### src/design/rbb_pkg.sv
// Shared types, constants and sine helpers for the rotated bounding box block.
// Used by every module of the block; it depends on nothing else.
package rbb_pkg;

  localparam int CoordWidthDef = 20;
  localparam int PackW = 20;
  localparam int ScaleW = 16;
  localparam int AngW = 16;
  localparam int TrigW = 16;
  localparam int QueueDepth = 2;
  localparam int CfgIdxW = 3;
  localparam int CfgDataW = 60;

  localparam logic [1:0] ModeReset = 2'd0;
  localparam logic [59:0] SizeReset = 60'd0;
  localparam logic [47:0] ScaleReset = 48'h1000_1000_1000;
  localparam logic [59:0] PosReset = 60'd0;
  localparam logic [31:0] AngReset = 32'd0;

  typedef enum logic [CfgIdxW-1:0] {
    REG_BOX_MODE  = 3'd0,
    REG_SIZE      = 3'd1,
    REG_SCALE     = 3'd2,
    REG_POSITION  = 3'd3,
    REG_ANGLES    = 3'd4
  } reg_idx_e;

  typedef struct packed {
    logic full;
    logic empty;
  } q_status_t;

  // Quarter-wave sine, round(16384*sin(k*pi/128)) for k = 0..64.
  function automatic logic signed [TrigW-1:0] sin_tab(input logic [6:0] idx);
    logic signed [TrigW-1:0] v;
    case (idx)
      7'd0: v = 16'sd0;        7'd1: v = 16'sd402;      7'd2: v = 16'sd804;
      7'd3: v = 16'sd1205;     7'd4: v = 16'sd1606;     7'd5: v = 16'sd2006;
      7'd6: v = 16'sd2404;     7'd7: v = 16'sd2801;     7'd8: v = 16'sd3196;
      7'd9: v = 16'sd3590;     7'd10: v = 16'sd3981;    7'd11: v = 16'sd4370;
      7'd12: v = 16'sd4756;    7'd13: v = 16'sd5139;    7'd14: v = 16'sd5520;
      7'd15: v = 16'sd5897;    7'd16: v = 16'sd6270;    7'd17: v = 16'sd6639;
      7'd18: v = 16'sd7005;    7'd19: v = 16'sd7366;    7'd20: v = 16'sd7723;
      7'd21: v = 16'sd8076;    7'd22: v = 16'sd8423;    7'd23: v = 16'sd8765;
      7'd24: v = 16'sd9102;    7'd25: v = 16'sd9434;    7'd26: v = 16'sd9760;
      7'd27: v = 16'sd10080;   7'd28: v = 16'sd10394;   7'd29: v = 16'sd10702;
      7'd30: v = 16'sd11003;   7'd31: v = 16'sd11297;   7'd32: v = 16'sd11585;
      7'd33: v = 16'sd11866;   7'd34: v = 16'sd12140;   7'd35: v = 16'sd12406;
      7'd36: v = 16'sd12665;   7'd37: v = 16'sd12916;   7'd38: v = 16'sd13160;
      7'd39: v = 16'sd13395;   7'd40: v = 16'sd13623;   7'd41: v = 16'sd13842;
      7'd42: v = 16'sd14053;   7'd43: v = 16'sd14256;   7'd44: v = 16'sd14449;
      7'd45: v = 16'sd14635;   7'd46: v = 16'sd14811;   7'd47: v = 16'sd14978;
      7'd48: v = 16'sd15137;   7'd49: v = 16'sd15286;   7'd50: v = 16'sd15426;
      7'd51: v = 16'sd15557;   7'd52: v = 16'sd15679;   7'd53: v = 16'sd15791;
      7'd54: v = 16'sd15893;   7'd55: v = 16'sd15986;   7'd56: v = 16'sd16069;
      7'd57: v = 16'sd16143;   7'd58: v = 16'sd16207;   7'd59: v = 16'sd16261;
      7'd60: v = 16'sd16305;   7'd61: v = 16'sd16340;   7'd62: v = 16'sd16364;
      7'd63: v = 16'sd16379;
      default: v = 16'sd16384;
    endcase
    return v;
  endfunction

  // First-quadrant sine of x in 0..16384, interpolated on the low 8 bits.
  function automatic logic signed [TrigW-1:0] sin_q(input logic [14:0] x);
    logic [6:0] i;
    logic signed [TrigW-1:0] a;
    logic signed [TrigW-1:0] b;
    logic signed [TrigW-1:0] d;
    logic signed [TrigW+9:0] m;
    i = x[14:8];
    a = sin_tab(i);
    b = sin_tab(i + 7'd1);
    d = b - a;
    m = d * $signed({1'b0, x[7:0]}) + 26'sd128;
    if (i >= 7'd64) begin
      return 16'sd16384;
    end
    return a + m[TrigW+7:8];
  endfunction

  function automatic logic signed [TrigW-1:0] sine(input logic [AngW-1:0] ang);
    logic [14:0] p;
    logic [14:0] r;
    p = {1'b0, ang[13:0]};
    r = 15'd16384 - p;
    case (ang[15:14])
      2'd0: return sin_q(p);
      2'd1: return sin_q(r);
      2'd2: return -sin_q(p);
      default: return -sin_q(r);
    endcase
  endfunction

endpackage

### src/design/rbb_queue.sv
// Short job queue between the front and the back of the bounding box block.
// Depends on rbb_pkg for the status struct.
module rbb_queue import rbb_pkg::*; #(
  parameter int DataW = 121,
  parameter int Depth = QueueDepth
) (
  input  logic             clk_i,
  input  logic             rst_ni,
  input  logic             push_i,
  input  logic [DataW-1:0] data_i,
  input  logic             pop_i,
  output logic [DataW-1:0] data_o,
  output q_status_t        stat_o
);

  localparam int PtrW = (Depth > 1) ? $clog2(Depth) : 1;
  localparam int CntW = $clog2(Depth + 1);

  logic [DataW-1:0] mem_q [Depth];
  logic [PtrW-1:0] wr_q, rd_q;
  logic [CntW-1:0] cnt_q;

  always_ff @(posedge clk_i) begin
    if (push_i) begin
      mem_q[wr_q] <= data_i;
    end
  end

  always_ff @(posedge clk_i or negedge rst_ni) begin
    if (!rst_ni) begin
      wr_q <= '0;
      rd_q <= '0;
      cnt_q <= '0;
    end else begin
      if (push_i) begin
        wr_q <= (wr_q == PtrW'(Depth - 1)) ? '0 : wr_q + PtrW'(1);
      end
      if (pop_i) begin
        rd_q <= (rd_q == PtrW'(Depth - 1)) ? '0 : rd_q + PtrW'(1);
      end
      if (push_i && !pop_i) begin
        cnt_q <= cnt_q + CntW'(1);
      end else if (pop_i && !push_i) begin
        cnt_q <= cnt_q - CntW'(1);
      end
    end
  end

  assign data_o = mem_q[rd_q];
  assign stat_o.full = (cnt_q == CntW'(Depth));
  assign stat_o.empty = (cnt_q == '0);

endmodule

### config.mk
export PLATFORM = sky130hd
export DESIGN_NAME = rbb_queue
export DESIGN_NICKNAME = d
export VERILOG_FILES = /design/src/design/rbb_pkg.sv /design/src/design/rbb_queue.sv
export SDC_FILE = /design/constraint.sdc
export NUM_CORES = 1
export LEC_CHECK = 0
export BUFFER_PORTS_ARGS = -buffer_cell sky130_fd_sc_hd__buf_2
export CAP_MARGIN = 0
export CORE_MARGIN = 2
export CORE_UTILIZATION = 47
export DETAILED_ROUTE_END_ITERATION = 8
export GPL_TIMING_DRIVEN = 0
export PLACE_DENSITY_LB_ADDON = 0.05
export SKIP_CTS_REPAIR_TIMING = 1
export SLEW_MARGIN = 20
export SYNTH_ARGS = -nofsm -noshare
export SYNTH_HDL_FRONTEND = slang
export SYNTH_SLANG_ARGS = --single-unit
### constraint.sdc
create_clock -name clk_i -period 6.03 [get_ports clk_i]
set_input_delay 1.206 -clock clk_i [delete_from_list [all_inputs] [get_ports clk_i]]
set_output_delay 1.206 -clock clk_i [all_outputs]
set_load 0.005 [all_outputs]
* Word-level counts from Yosys, hierarchy flattened
Memories as Yosys holds them, arrays and structs flattened.
Cells that the tools add are included.
** Word-level totals
- Bits in registers :: 4
- Latch bits :: 0
- RAM bits :: 242
- Bits in read-only memories :: 0
- Output and inout port bits :: 123
- Word-level logic and storage cells :: 21
- Memories kept :: 1
** Operators by class
- Add/sub/neg operators :: 4
- Multipliers :: 0
- Div/mod/pow operators :: 0
- Magnitude comparators :: 0
- Equal/unequal tests :: 1
- Shifts and indexed selects :: 0
- Muxes and demuxes :: 6
- Bitwise logic cells :: 0
- Reductions and logical operators :: 6
** Memory list
- mem_q :: depth 2, width 121, rd ports 1, clocked after memory_dff 0, wr ports 1, RTL line rbb_queue.sv:19 : logic [DataW-1:0] mem_q [Depth];
** Operator list (count)
- $mux W1 :: 4
- $mux W2 :: 2
- $add A1 B1 Y1 const B :: 2
- $add A2 B1 Y2 const B :: 1
- $eq A2 B2 Y1 const B :: 1
- $logic_and A1 B1 Y1 :: 2
- $logic_not A1 Y1 :: 2
- $logic_not A2 Y1 :: 1
- $reduce_bool A2 Y1 :: 1
- $sub A2 B1 Y2 const B :: 1

* Logic depth before layout (Yosys ltp)
- Word-level depth :: 4
- Mapped depth :: 5

* Worst setup path after synthesis
No wires, ideal clock.
- Path kind :: input -> register
- Start point :: input push_i
- End point :: memory mem_q[0][0] (enable)
- Library setup time :: 0.617 ns
- Data arrival time :: 6.455 ns
- Required time :: 5.413 ns
- Setup slack :: -1.042 ns
- Stages on the path :: 1
- Buffers on the path :: 0
- Path through :: nor2b_1
** Between the ends
- Longest elaborated chain between the ends :: 2
** Ends and longest elaborated chain
- start, declared :: RTL line rbb_queue.sv:9 : input logic push_i,
- $mux W1 :: RTL line rbb_queue.sv:24 : if (push_i) begin
- $mux W1 (not written as such) :: RTL line rbb_queue.sv:25 : mem_q[wr_q] <= data_i;
- end, declared :: RTL line rbb_queue.sv:19
Every way passes these cells.

* Worst setup path after layout
- Start point :: register rd_q
- End point :: output data_o[55]
** Between the ends
- Longest elaborated chain between the ends :: 1
** Ends and longest elaborated chain
- start, declared :: RTL line rbb_queue.sv:20 : logic [PtrW-1:0] wr_q, rd_q;
- start signal, assigned :: RTL line rbb_queue.sv:39 : rd_q <= (rd_q == PtrW'(Depth - 1)) ? '0 : rd_q + PtrW'(1);
- $mem_v2 Z2 W121
- end, declared :: RTL line rbb_queue.sv:12 : output logic [DataW-1:0] data_o,
Every way passes these cells.

==> run summary <==
- **run status** finished, final reports clean
- **sum of internal, switching and leakage power** 5.34 mW
- **fraction of the yosys area taken by sequential cells** 0.796
- **number of distinct library cell variants in the gate-level netlist after synthesis** 14
- **Global Route Usage Sum** 0.151
- **Synthesis Warnings** 0
- **CTS clk-pin slew, worst paths** 60 ps
- **transition time of the tightest slew-check pin** 685 ps
- **area growth from synthesis to final layout** 26.7%
- **via count of the first global-routing pass** 4651
- **FILL cells** 1511
- **flop-to-flop setup slack** 4210 ps
- **crit end category** output pin
- **post-detail-place hpwl** 11500 um
- **instance count of the mapped netlist** 393
- **post-layout net count** 800
- **total setup violations reported at the end of the flow** 0
- **portion of the clock cycle consumed by the worst path in the final layout** 0.495
- **RePlAce Congestion** 0.723
- **setup repair after global routing missed its margin** false
- **Buffers & Inverters on Critical Path** 4
- **DR iter-0 viols** 204
- **H-tree levels** 1
- **Cell Area, Placed** 11000 um^2
- **number of nets produced by synthesis** 519
- **total non-filler cell area in the finished layout** 11700 um^2
- **total via count after detailed routing** 4546
- **global-route wire length before repair** 24000 um
- **average size of a mapped cell** 23.5 um^2
- **area of the die** 20800 um^2
- **worst path required time** 4820 ps
- **delay of the slowest cell on the worst path** 330 ps
- **DRC violations left** 0
- **initial antenna violation count** 4
- **kind of cell with the highest combined delay on the critical path** buffers and inverters
- **minimum clock period after layout** 2990 ps
- **maximum number of buffers from clock root to sink** 3
- **Hold Crit Class** in -> async
- **Max Clock Freq** 0.335 GHz
- **synthesized flop and latch total** 246
- **count of input and output buffers** 247
- **Die Ht** 144 um
- **signal arrival time at the worst endpoint** 1780 ps
- **Clk Latency, worst-skew pair** 510 ps
- **largest voltage drop on the vdd net** 0.231 mV
- **number of pins exceeding their max-slew limit in the final report** 0
- **share of final-layout standard cells stronger than drive strength 1** 0.608
- **number of max-capacitance violations reported** 0
- **largest cells by area after synthesis** sky130_fd_sc_hd__edfxtp_1 (79%), sky130_fd_sc_hd__mux2_4 (13%), sky130_fd_sc_hd__mux2_2 (5.0%)
- **startpoint types** register
- **number of endpoints with negative hold slack in the final report** 0
- **number of top-level pins** 248
- **final WL** 16600 um
- **final core utilization** 0.604
- **core area** 19400 um^2
- **worst slew slack as a fraction of its limit** 0.543
- **Crit path top cell by count** sky130_fd_sc_hd__buf_6
- **fraction of synthesized cell area taken by the top area cell type** 0.785
- **post-synth design cell area** 9250 um^2
- **standard cell with the maximum stage delay on the critical path** sky130_fd_sc_hd__dfrtp_1
- **power density over the cells** 456 nW/um^2
- **Die X** 144 um
- **grt ovf** 0
- **effective utilization at floorplan** 0.477
- **post-detailed-route via-to-cell ratio** 4.75
- **Clk Tree Root Cell** sky130_fd_sc_hd__clkbuf_16
- **average wire per standard cell** 17.4 um
- **kind of critical path** reg -> out
- **clock skew** 11.5 ps
- **cell-by-cell trace of the critical path** buf_6, buf_8, buf_6, mux2_4, buf_2
- **CTS tree** done
- **startpoint of the lowest-slack register-to-register path** wr_q$_DFFE_PN0P_
- **length of the first detailed-routing pass in iterations** 4
- **number of core rows** 51
- **cts bufs inserted** 25
- **maximum net fanout on the critical path** 10
- **count of clock tree sinks** 246
- **Synth area leader** sky130_fd_sc_hd__edfxtp_1
- **static leakage power** 4.66 nW
- **antenna violation net count after detailed routing** 0
- **largest net degree at the start of global routing** 55
- **launching element of the worst setup path** rd_q$_DFFE_PN0P_
==> flip-flops by register name, indices dropped and copies added, names as in the netlist <==
register and cells:
cnt_q 2, mem_q 242, wr_q 1, rd_q 1
==> where the power goes <==
group          internal (mW)  switching [mW]  total [mW]  leakage, nW
combinational          0.901           0.730        1.63         1.99
clock                  0.797           0.570        1.37        0.350
sequential              2.27          0.0787        2.35         2.32
==> metal layers <==
metal,share of wire,wire (um),GRT usage
met5,0.00078,13,0
met4,0.020,340,0.0470
met3,0.10,1740,0.0616
met2,0.50,8280,0.255
met1,0.38,6270,0.177
==> layout make-up <==
type	instances	area, um^2	area share
Clock buffer	32	652	0.0556
Clock inverter	10	70.1	0.00598
Sequential cell	246	7370	0.628
Tap cell	265	332	0.0283
Multi-Input combinational cell	132	1760	0.150
Timing Repair Buffer	254	1400	0.119
Inverter	1	3.75	0.000320
Buffer	14	136	0.0116
Antenna cell	3	7.51	0.000640
==> cells in the final DEF, fill, tap and decap left out, drive strengths merged <==
cell / instances
nor2b: 2
diode: 3
buf: 268
bufinv: 1
clkinv: 8
nor2: 2
mux2: 121
ha: 1
xor2: 4
dfrtp: 4
inv: 2
edfxtp: 242
clkbuf: 32
xnor2: 1
and2: 1
==> kinds of logic after synthesis <==
kind of cell | share of synthesized area
XOR/XNOR | 0.00473
buffers and inverters | 0.0151
AND/OR/NAND/NOR | 0.00284
multiplexers | 0.180
adder cells (fa/ha/maj) | 0.00135
flip-flops | 0.796
==> Yosys cell counts (all sizes together) <==
library cell	count
nor2b	2
xor2	4
ha	1
xnor2	1
and2	1
dfrtp	4
inv	1
edfxtp	242
mux2	121
nor2	2
buf	14
==> worst reg2reg max path, cell delays in order, from the launching register on <==
cell	delay [ps]
sky130_fd_sc_hd__dfrtp_1	430
sky130_fd_sc_hd__nor2b_4	570
sky130_fd_sc_hd__buf_12	280
sky130_fd_sc_hd__buf_12	220
==> stage by stage <==
stage	cells	setup TNS [ps]	worst slack, ps	hold slack [ps]
2_1_floorplan	393	0	1230	456
3_5_place_dp	912	0	3260	483
6_report	957	0	3040	492
5_1_grt	955	0	2980	475
3_3_place_gp	905	-78400	-584	480
4_1_cts	954	0	3000	470
==> worst paths after layout <==
check                           cells past startpoint                      to
worst max-delay path                                5              data_o[55]
worst min-delay path                                1        rd_q$_DFFE_PN0P_
worst max register to register                      3  mem_q[0][87]$_DFFE_PP_
worst min register to register                      1    cnt_q[1]$_DFFE_PN0P_
max in group asynchronous                           1    cnt_q[0]$_DFFE_PN0P_
min in group clk_i                                  1    cnt_q[1]$_DFFE_PN0P_
No activity file was read; power rests on OpenSTA's default activity.
