===== src/design/rbb_pkg.sv =====
// Shared types, constants and sine helpers for the rotated bounding box block.
// Used by every module of the block; it depends on nothing else.
package rbb_pkg;

  localparam int CoordWidthDef = 20;
  localparam int PackW = 20;
  localparam int ScaleW = 16;
  localparam int AngW = 16;
  localparam int TrigW = 16;
  localparam int QueueDepth = 2;
  localparam int CfgIdxW = 3;
  localparam int CfgDataW = 60;

  localparam logic [1:0] ModeReset = 2'd0;
  localparam logic [59:0] SizeReset = 60'd0;
  localparam logic [47:0] ScaleReset = 48'h1000_1000_1000;
  localparam logic [59:0] PosReset = 60'd0;
  localparam logic [31:0] AngReset = 32'd0;

  typedef enum logic [CfgIdxW-1:0] {
    REG_BOX_MODE  = 3'd0,
    REG_SIZE      = 3'd1,
    REG_SCALE     = 3'd2,
    REG_POSITION  = 3'd3,
    REG_ANGLES    = 3'd4
  } reg_idx_e;

  typedef struct packed {
    logic full;
    logic empty;
  } q_status_t;

  // Quarter-wave sine, round(16384*sin(k*pi/128)) for k = 0..64.
  function automatic logic signed [TrigW-1:0] sin_tab(input logic [6:0] idx);
    logic signed [TrigW-1:0] v;
    case (idx)
      7'd0: v = 16'sd0;        7'd1: v = 16'sd402;      7'd2: v = 16'sd804;
      7'd3: v = 16'sd1205;     7'd4: v = 16'sd1606;     7'd5: v = 16'sd2006;
      7'd6: v = 16'sd2404;     7'd7: v = 16'sd2801;     7'd8: v = 16'sd3196;
      7'd9: v = 16'sd3590;     7'd10: v = 16'sd3981;    7'd11: v = 16'sd4370;
      7'd12: v = 16'sd4756;    7'd13: v = 16'sd5139;    7'd14: v = 16'sd5520;
      7'd15: v = 16'sd5897;    7'd16: v = 16'sd6270;    7'd17: v = 16'sd6639;
      7'd18: v = 16'sd7005;    7'd19: v = 16'sd7366;    7'd20: v = 16'sd7723;
      7'd21: v = 16'sd8076;    7'd22: v = 16'sd8423;    7'd23: v = 16'sd8765;
      7'd24: v = 16'sd9102;    7'd25: v = 16'sd9434;    7'd26: v = 16'sd9760;
      7'd27: v = 16'sd10080;   7'd28: v = 16'sd10394;   7'd29: v = 16'sd10702;
      7'd30: v = 16'sd11003;   7'd31: v = 16'sd11297;   7'd32: v = 16'sd11585;
      7'd33: v = 16'sd11866;   7'd34: v = 16'sd12140;   7'd35: v = 16'sd12406;
      7'd36: v = 16'sd12665;   7'd37: v = 16'sd12916;   7'd38: v = 16'sd13160;
      7'd39: v = 16'sd13395;   7'd40: v = 16'sd13623;   7'd41: v = 16'sd13842;
      7'd42: v = 16'sd14053;   7'd43: v = 16'sd14256;   7'd44: v = 16'sd14449;
      7'd45: v = 16'sd14635;   7'd46: v = 16'sd14811;   7'd47: v = 16'sd14978;
      7'd48: v = 16'sd15137;   7'd49: v = 16'sd15286;   7'd50: v = 16'sd15426;
      7'd51: v = 16'sd15557;   7'd52: v = 16'sd15679;   7'd53: v = 16'sd15791;
      7'd54: v = 16'sd15893;   7'd55: v = 16'sd15986;   7'd56: v = 16'sd16069;
      7'd57: v = 16'sd16143;   7'd58: v = 16'sd16207;   7'd59: v = 16'sd16261;
      7'd60: v = 16'sd16305;   7'd61: v = 16'sd16340;   7'd62: v = 16'sd16364;
      7'd63: v = 16'sd16379;
      default: v = 16'sd16384;
    endcase
    return v;
  endfunction

  // First-quadrant sine of x in 0..16384, interpolated on the low 8 bits.
  function automatic logic signed [TrigW-1:0] sin_q(input logic [14:0] x);
    logic [6:0] i;
    logic signed [TrigW-1:0] a;
    logic signed [TrigW-1:0] b;
    logic signed [TrigW-1:0] d;
    logic signed [TrigW+9:0] m;
    i = x[14:8];
    a = sin_tab(i);
    b = sin_tab(i + 7'd1);
    d = b - a;
    m = d * $signed({1'b0, x[7:0]}) + 26'sd128;
    if (i >= 7'd64) begin
      return 16'sd16384;
    end
    return a + m[TrigW+7:8];
  endfunction

  function automatic logic signed [TrigW-1:0] sine(input logic [AngW-1:0] ang);
    logic [14:0] p;
    logic [14:0] r;
    p = {1'b0, ang[13:0]};
    r = 15'd16384 - p;
    case (ang[15:14])
      2'd0: return sin_q(p);
      2'd1: return sin_q(r);
      2'd2: return -sin_q(p);
      default: return -sin_q(r);
    endcase
  endfunction

endpackage


===== src/design/rbb_front.sv =====
// Front end: accepts mesh box beats, keeps the running min/max and posts jobs.
// Depends on rbb_pkg for the queue status struct.
module rbb_front import rbb_pkg::*; #(
  parameter int CoordWidth = CoordWidthDef
) (
  input  logic                     clk_i,
  input  logic                     rst_ni,
  input  logic                     geom_i,
  input  logic                     in_valid_i,
  output logic                     in_ready_o,
  input  logic [6*CoordWidth-1:0]  in_data_i,
  input  logic                     in_last_i,
  input  q_status_t                q_stat_i,
  output logic                     push_o,
  output logic [6*CoordWidth:0]    job_o
);

  localparam int W = CoordWidth;
  localparam logic signed [W-1:0] MaxV = {1'b0, {(W-1){1'b1}}};
  localparam logic signed [W-1:0] MinV = {1'b1, {(W-1){1'b0}}};

  logic signed [W-1:0] run_min_q [3];
  logic signed [W-1:0] run_max_q [3];
  logic signed [W-1:0] run_min_d [3];
  logic signed [W-1:0] run_max_d [3];
  logic accept;

  assign in_ready_o = !q_stat_i.full;
  assign accept = in_valid_i && in_ready_o;
  assign push_o = accept && (!geom_i || in_last_i);

  always_comb begin
    logic signed [W-1:0] p, q, mn, mx;
    job_o = '0;
    job_o[0] = geom_i;
    for (int k = 0; k < 3; k++) begin
      p = in_data_i[k*W +: W];
      q = in_data_i[(k+3)*W +: W];
      mn = run_min_q[k];
      mx = run_max_q[k];
      if (p < mn) mn = p;
      if (q < mn) mn = q;
      if (p > mx) mx = p;
      if (q > mx) mx = q;
      run_min_d[k] = mn;
      run_max_d[k] = mx;
      job_o[1 + k*W +: W] = mn;
      job_o[1 + (k+3)*W +: W] = mx;
    end
  end

  always_ff @(posedge clk_i or negedge rst_ni) begin
    if (!rst_ni) begin
      for (int k = 0; k < 3; k++) begin
        run_min_q[k] <= MaxV;
        run_max_q[k] <= MinV;
      end
    end else if (accept && geom_i) begin
      for (int k = 0; k < 3; k++) begin
        run_min_q[k] <= in_last_i ? MaxV : run_min_d[k];
        run_max_q[k] <= in_last_i ? MinV : run_max_d[k];
      end
    end
  end

endmodule


===== config.mk =====
export PLATFORM = sky130hd
export DESIGN_NAME = rbb_front
export DESIGN_NICKNAME = d
export VERILOG_FILES = /design/src/design/rbb_pkg.sv /design/src/design/rbb_front.sv
export SDC_FILE = /design/constraint.sdc
export NUM_CORES = 1
export LEC_CHECK = 0
export ABC_AREA = 0
export BUFFER_PORTS_ARGS = -buffer_cell sky130_fd_sc_hd__buf_2
export CORE_UTILIZATION = 58
export DETAILED_ROUTE_END_ITERATION = 12
export GPL_TIMING_DRIVEN = 0
export HOLD_SLACK_MARGIN = 0.12
export PLACE_DENSITY = 0.83
export SLEW_MARGIN = 20
export SYNTH_ARGS = -nofsm -noshare
export SYNTH_HDL_FRONTEND = slang
export SYNTH_SLANG_ARGS = --single-unit

===== constraint.sdc =====
create_clock -name clk_i -period 12 [get_ports clk_i]
set_input_delay 3 -clock clk_i [delete_from_list [all_inputs] [get_ports clk_i]]
set_output_delay 3 -clock clk_i [all_outputs]
set_load 0.02 [all_outputs]

# ---- Word-level counts from Yosys, hierarchy flattened
# Cells that the tools add are included.
dict set report totals {
  regBits 120
  inputBits 127
}
dict set report classes {
  magnitude_cmp 12
  mux 18
  reduce_logical 6
}
# operator n
set ops {}
lappend ops {{2-to-1 mux 20 bit} 18}
lappend ops {{greater-than comparator 20 bit} 6}
lappend ops {{less-than comparator 20 bit} 6}
lappend ops {{logical AND 1 bit} 3}
lappend ops {{zero test 1 bit} 2}
lappend ops {{logical OR 1 bit} 1}

# ---- Longest topological paths before layout
dict set report logic_depth {
  depth_word 5
  mapped_depth 24
  depth_no_buf 21
}

# ---- Least setup slack after synthesis
# OpenSTA, ideal clock, no wires.
dict set report synth_path {
  kind {input-to-output}
  startpoint {in in_data_i[11]}
  endpoint {out job_o[10]}
  arrival_time_ns 7.517
  required_time_ns 9.000
  setup_slack_ns 1.483
  path_stages 21
  path_buffers 3
  cell_sequence {ha_1 > a21oi_1 > o21ai_0 > a2111oi_0 > o31ai_1 > a21o_1 > xor2_1 > buf_2 > buf_2 > a21oi_1 > ha_1 > a21o_1 > a21o_1 > a21o_1 > a2111oi_0 > o21bai_1 > a21oi_1 > mux2_2 > a21oi_1 > buf_4 > mux2i_1}
}
dict set report synth_via {
  elab_chain_len 4
}
# element line_no
set synth_rtl {}
lappend synth_rtl {{start, declared} rbb_front.sv:11} ;# input logic [6*CoordWidth-1:0] in_data_i,
lappend synth_rtl {{less-than comparator 20 bit} rbb_front.sv:41} ;# if (p < mn) mn = p;
lappend synth_rtl {{2-to-1 mux 20 bit *} rbb_front.sv:41}
lappend synth_rtl {{less-than comparator 20 bit} rbb_front.sv:42} ;# if (q < mn) mn = q;
lappend synth_rtl {{2-to-1 mux 20 bit *} rbb_front.sv:42}
lappend synth_rtl {{end, declared} rbb_front.sv:15} ;# output logic [6*CoordWidth:0] job_o
# Mark *: on every way between the ends. The rest lies on a longest branch, timed or not.

# ---- Worst setup path after layout
dict set report layout_path {
  startpoint {in in_data_i[11]}
  endpoint {out job_o[18]}
}
# The elaborated chain is that of the path after synthesis.

==> impl_table.tex <==
\begin{tabular}{lr}
\hline
Metric & Value \\
\hline
\multicolumn{2}{l}{\textbf{Logic synthesis}} \\
Register bit count reported by yosys & 120 \\
Cell types occupying the most area after synthesis & ha\_1 (22\%), dfstp\_2 (12\%), dfrtp\_1 (11\%), mux2i\_1 (10\%), inv\_1 (5.8\%) \\
Number of flops mapped to enable cells by yosys & 0 \\
Count of different cell masters after synthesis & 58 \\
Post-synth design cell area & 13250 um2 \\
Number of warnings reported in the yosys synthesis log & 0 \\
Async set-reset flop share out of synthesis & 100.0\% \\
Total nets after synthesis & 1910 \\
Synthesized area divided by synthesized cell count & 8.556 um2 \\
Top-area cell type share of the netlist area & 22.09\% \\
Cells after synthesis & 1549 \\
Most instantiated flip-flop cell in the synthesis netlist & dfstp\_2 \\
Cell accounting for the most synthesized area & ha\_1 \\
Sequential area share after synthesis & 23.23\% \\
\multicolumn{2}{l}{\textbf{Final layout}} \\
Post-route non-filler standard cell count & 2113 \\
Share of cells above drive strength 1 & 23.56\% \\
Number of nets in the finished design & 2177 \\
Count of filler cells inserted in the layout & 1783 \\
Top library cells by usage in the layout, fill and taps aside & buf\_2 (258), ha\_1 (234), inv\_1 (205) \\
Leading cell type in the layout, fill and taps excluded & buf\_2 \\
Area Growth Syn to Fin & 16.86\% \\
\multicolumn{2}{l}{\textbf{STA}} \\
Worst Tran Pin Value & 0.8494 ns \\
Final Critical Period & 11.73 ns \\
RSZ-0062 raised after global routing & yes \\
Clock skew & 0.01125 ns \\
Hold slack & 0.5079 ns \\
Setup violators final & 0 \\
Share of the clock period used by the worst path & 97.73\% \\
Count of pins over their slew limit & 0 \\
Normalized max-slew margin & 43.23\% \\
Highest clock rate & 0.08527 GHz \\
Number of hold violations in the final report & 0 \\
Setup TNS & 0 ns \\
\multicolumn{2}{l}{\textbf{Clocking}} \\
Total of hold buffers inserted after clock tree synthesis & 0 \\
Number of levels the H-tree was split into & 4 \\
Clock transition at path regs & 0.06 ns \\
Maximum root-to-sink buffer count & 2 \\
Clk sink count & 120 \\
Clock tree root buffer cell & clkbuf\_16 \\
TritonCTS clock tree & done \\
Clock latency at the later pin of the worst-skew pair & 0.43 ns \\
Cts bufs inserted & 17 \\
\multicolumn{2}{l}{\textbf{Drt}} \\
First-pass iteration count of the detailed router & 6 \\
Residual DRC count & 0 \\
Iteration-0 DRC count of the detailed router & 1190 \\
Antenna Violating Nets Remaining & 0 \\
WL/cell & 20.41 um \\
Via density per instance & 6.238 \\
Detailed-route via count & 13180 \\
Routed WL & 43130 um \\
\multicolumn{2}{l}{\textbf{Pwr}} \\
Power density cells & 287.0 nW/um2 \\
Comb pwr share & 73.5\% \\
Register share of total power & 14.9\% \\
Static Leak & 8.274 nW \\
Worst voltage drop across the vdd grid & 212.5 uV \\
Share of power burned in the clock network & 11.6\% \\
Share of total power consumed by net switching & 51.85\% \\
Cell Int Power & 2.140 mW \\
Switching Power & 2.304 mW \\
\multicolumn{2}{l}{\textbf{Placed design}} \\
Placed cell count & 2078 \\
HPWL after detailed placement & 33450 um \\
Routability-driven placement congestion ratio & 0.9804 \\
IO Port Bufs & 248 \\
\multicolumn{2}{l}{\textbf{GRT}} \\
Number of global-route vias before repair & 13070 \\
Global-route total usage across every layer & 36.90\% \\
Antenna violations before repair & 4 \\
First-pass GRT wire length & 68090 um \\
Leftover overflow at the end of global routing & 0 \\
Maximum number of pins on one net before global-route repair & 84 \\
\multicolumn{2}{l}{\textbf{Status}} \\
Status & complete, no violations \\
\multicolumn{2}{l}{\textbf{Worst setup path}} \\
Kind of start point of the critical path & primary input \\
Register-to-Register Path Depth & 24 \\
Type of the setup path with the least slack & primary input to output pin \\
Setup crit end kind & output pin \\
Register-to-register setup slack & 5.80 ns \\
Max FO, Critical Path & 10 \\
Required @ worst endpoint & 9.00 ns \\
Data arrival time of the worst path & 8.73 ns \\
\multicolumn{2}{l}{\textbf{Floorplanning}} \\
Initial standard-cell utilization of the core & 59.98\% \\
Number of core rows & 54 \\
Die area & 23460 um2 \\
Die X-Extent & 153.2 um \\
I/O pin total & 250 \\
Die Height & 153.2 um \\
Core outline area & 22090 um2 \\
\multicolumn{2}{l}{\textbf{Hold path}} \\
Hold Path Depth & 2 \\
Type of the most critical hold path & flop to flop \\
\multicolumn{2}{l}{\textbf{Job}} \\
Number of max-capacitance violations reported & 0 \\
\hline
\end{tabular}
power by group through the flow:
stage	registers (mW)	clock network (mW)	logic (mW)
floorplan	0.643	0	2.25
global placement	0.656	0	3.10
detailed placement	0.664	0	3.17
CTS	0.658	0.522	3.19
global route	0.675	0.536	3.52
finish	0.661	0.517	3.27
cell usage after synthesis, types with 13 or more instances:
cell type,number
a22o_1,20
a21oi_1,122
or4_1,18
o31a_1,39
o21ai_0,36
mux2i_1,138
a31o_2,23
mux2_2,27
nand2b_1,13
a21o_1,62
dfstp_2,60
dfrtp_1,60
buf_2,13
o211ai_1,20
nor3_1,13
nor2b_1,14
nand4_1,42
nor2_1,122
a2bb2oi_1,21
inv_1,205
nand2_1,102
ha_1,234
clkbuf_1,44
layout make-up:
class	count	area, um2	area share (%)
Inverter	205	769.5	4.968
Timing Repair Buffer	249	1279	8.257
Buffer	69	334.1	2.157
Clock inverter	12	126.4	0.8160
Sequential cell	120	3078	19.87
Multi-Input combinational cell	1154	9094	58.72
Clock buffer	20	446.7	2.884
Antenna cell	4	10.01	0.06463
Tap cell	280	350.3	2.262
critical path, stage by stage:
cell and delay [ns]:
buf_2 0.13, ha_1 0.33, a21oi_1 0.15, o21ai_0 0.21, a2111oi_2 0.42, o31ai_1 0.18, a21o_1 0.24, xor2_1 0.21
clkbuf_4 0.29, clkbuf_4 0.29, a21oi_1 0.12, ha_1 0.35, a21o_1 0.21, a21o_1 0.17, a21o_1 0.18, a2111oi_1 0.44
o21bai_1 0.19, a21oi_1 0.19, mux2_2 0.35, a21oi_1 0.21, buf_4 0.30, mux2i_1 0.34, buf_2 0.23
through the flow:
step | setup WS (ns) | power, mW | utilization, % | area [um2]
2_1_floorplan | 1.483 | 2.894 | - | 13250
3_3_place_gp | 0.2851 | 3.753 | 67.19 | 14840
3_5_place_dp | 0.1344 | 3.831 | 67.36 | 14880
4_1_cts | 0.06935 | 4.373 | 69.95 | 15450
5_1_grt | -0.05218 | 4.728 | 70.06 | 15480
6_report | 0.2721 | 4.444 | 70.10 | 15490
kinds of logic after synthesis:
kind of cell / Yosys count / share of synthesized area [%]
AND/OR/NAND/NOR: 354 / 12.55
multiplexers: 166 / 12.83
flip-flops: 120 / 23.23
XOR/XNOR: 3 / 0.1983
AO/OA/AOI/OAI: 397 / 20.80
buffers and inverters: 275 / 8.308
adder cells (fa/ha/maj): 234 / 22.09
path summary, 6_finish.rpt:
| path | from | endpoint |
|---|---|---|
| setup / recovery | in_data_i[11] | job_o[18] |
| max in group asynchronous | rst_ni | run_min_q[52]$_DFFE_PN1P_ |
| hold / removal | run_min_q[15]$_DFFE_PN1P_ | run_min_q[15]$_DFFE_PN1P_ |
| hold reg to reg | run_min_q[15]$_DFFE_PN1P_ | run_min_q[15]$_DFFE_PN1P_ |
| setup reg to reg | run_max_q[59]$_DFFE_PN1P_ | run_max_q[58]$_DFFE_PN0P_ |
| min in group asynchronous | rst_ni | run_max_q[5]$_DFFE_PN0P_ |
per-layer routing:
layer	vias to the layer above	track usage [%]	share of wire [%]
met2	690	59.80	46
met4	0	17.41	3.3
met5	-	0	0
li1	6121	-	-
met3	110	5.585	8.9
met1	6259	48.29	42
state kept, by name, summed over array words and instances (netlist names):
register / flops
run_max_q: 60
run_min_q: 60
what timing repair did:
action                                  CTS  global route
gates resized for setup                   0            10
endpoints found under the setup margin    0            30
buffers inserted                          0             0
hold endpoints to repair                  0             0
Note: power is estimated with default switching activity, not from simulation.
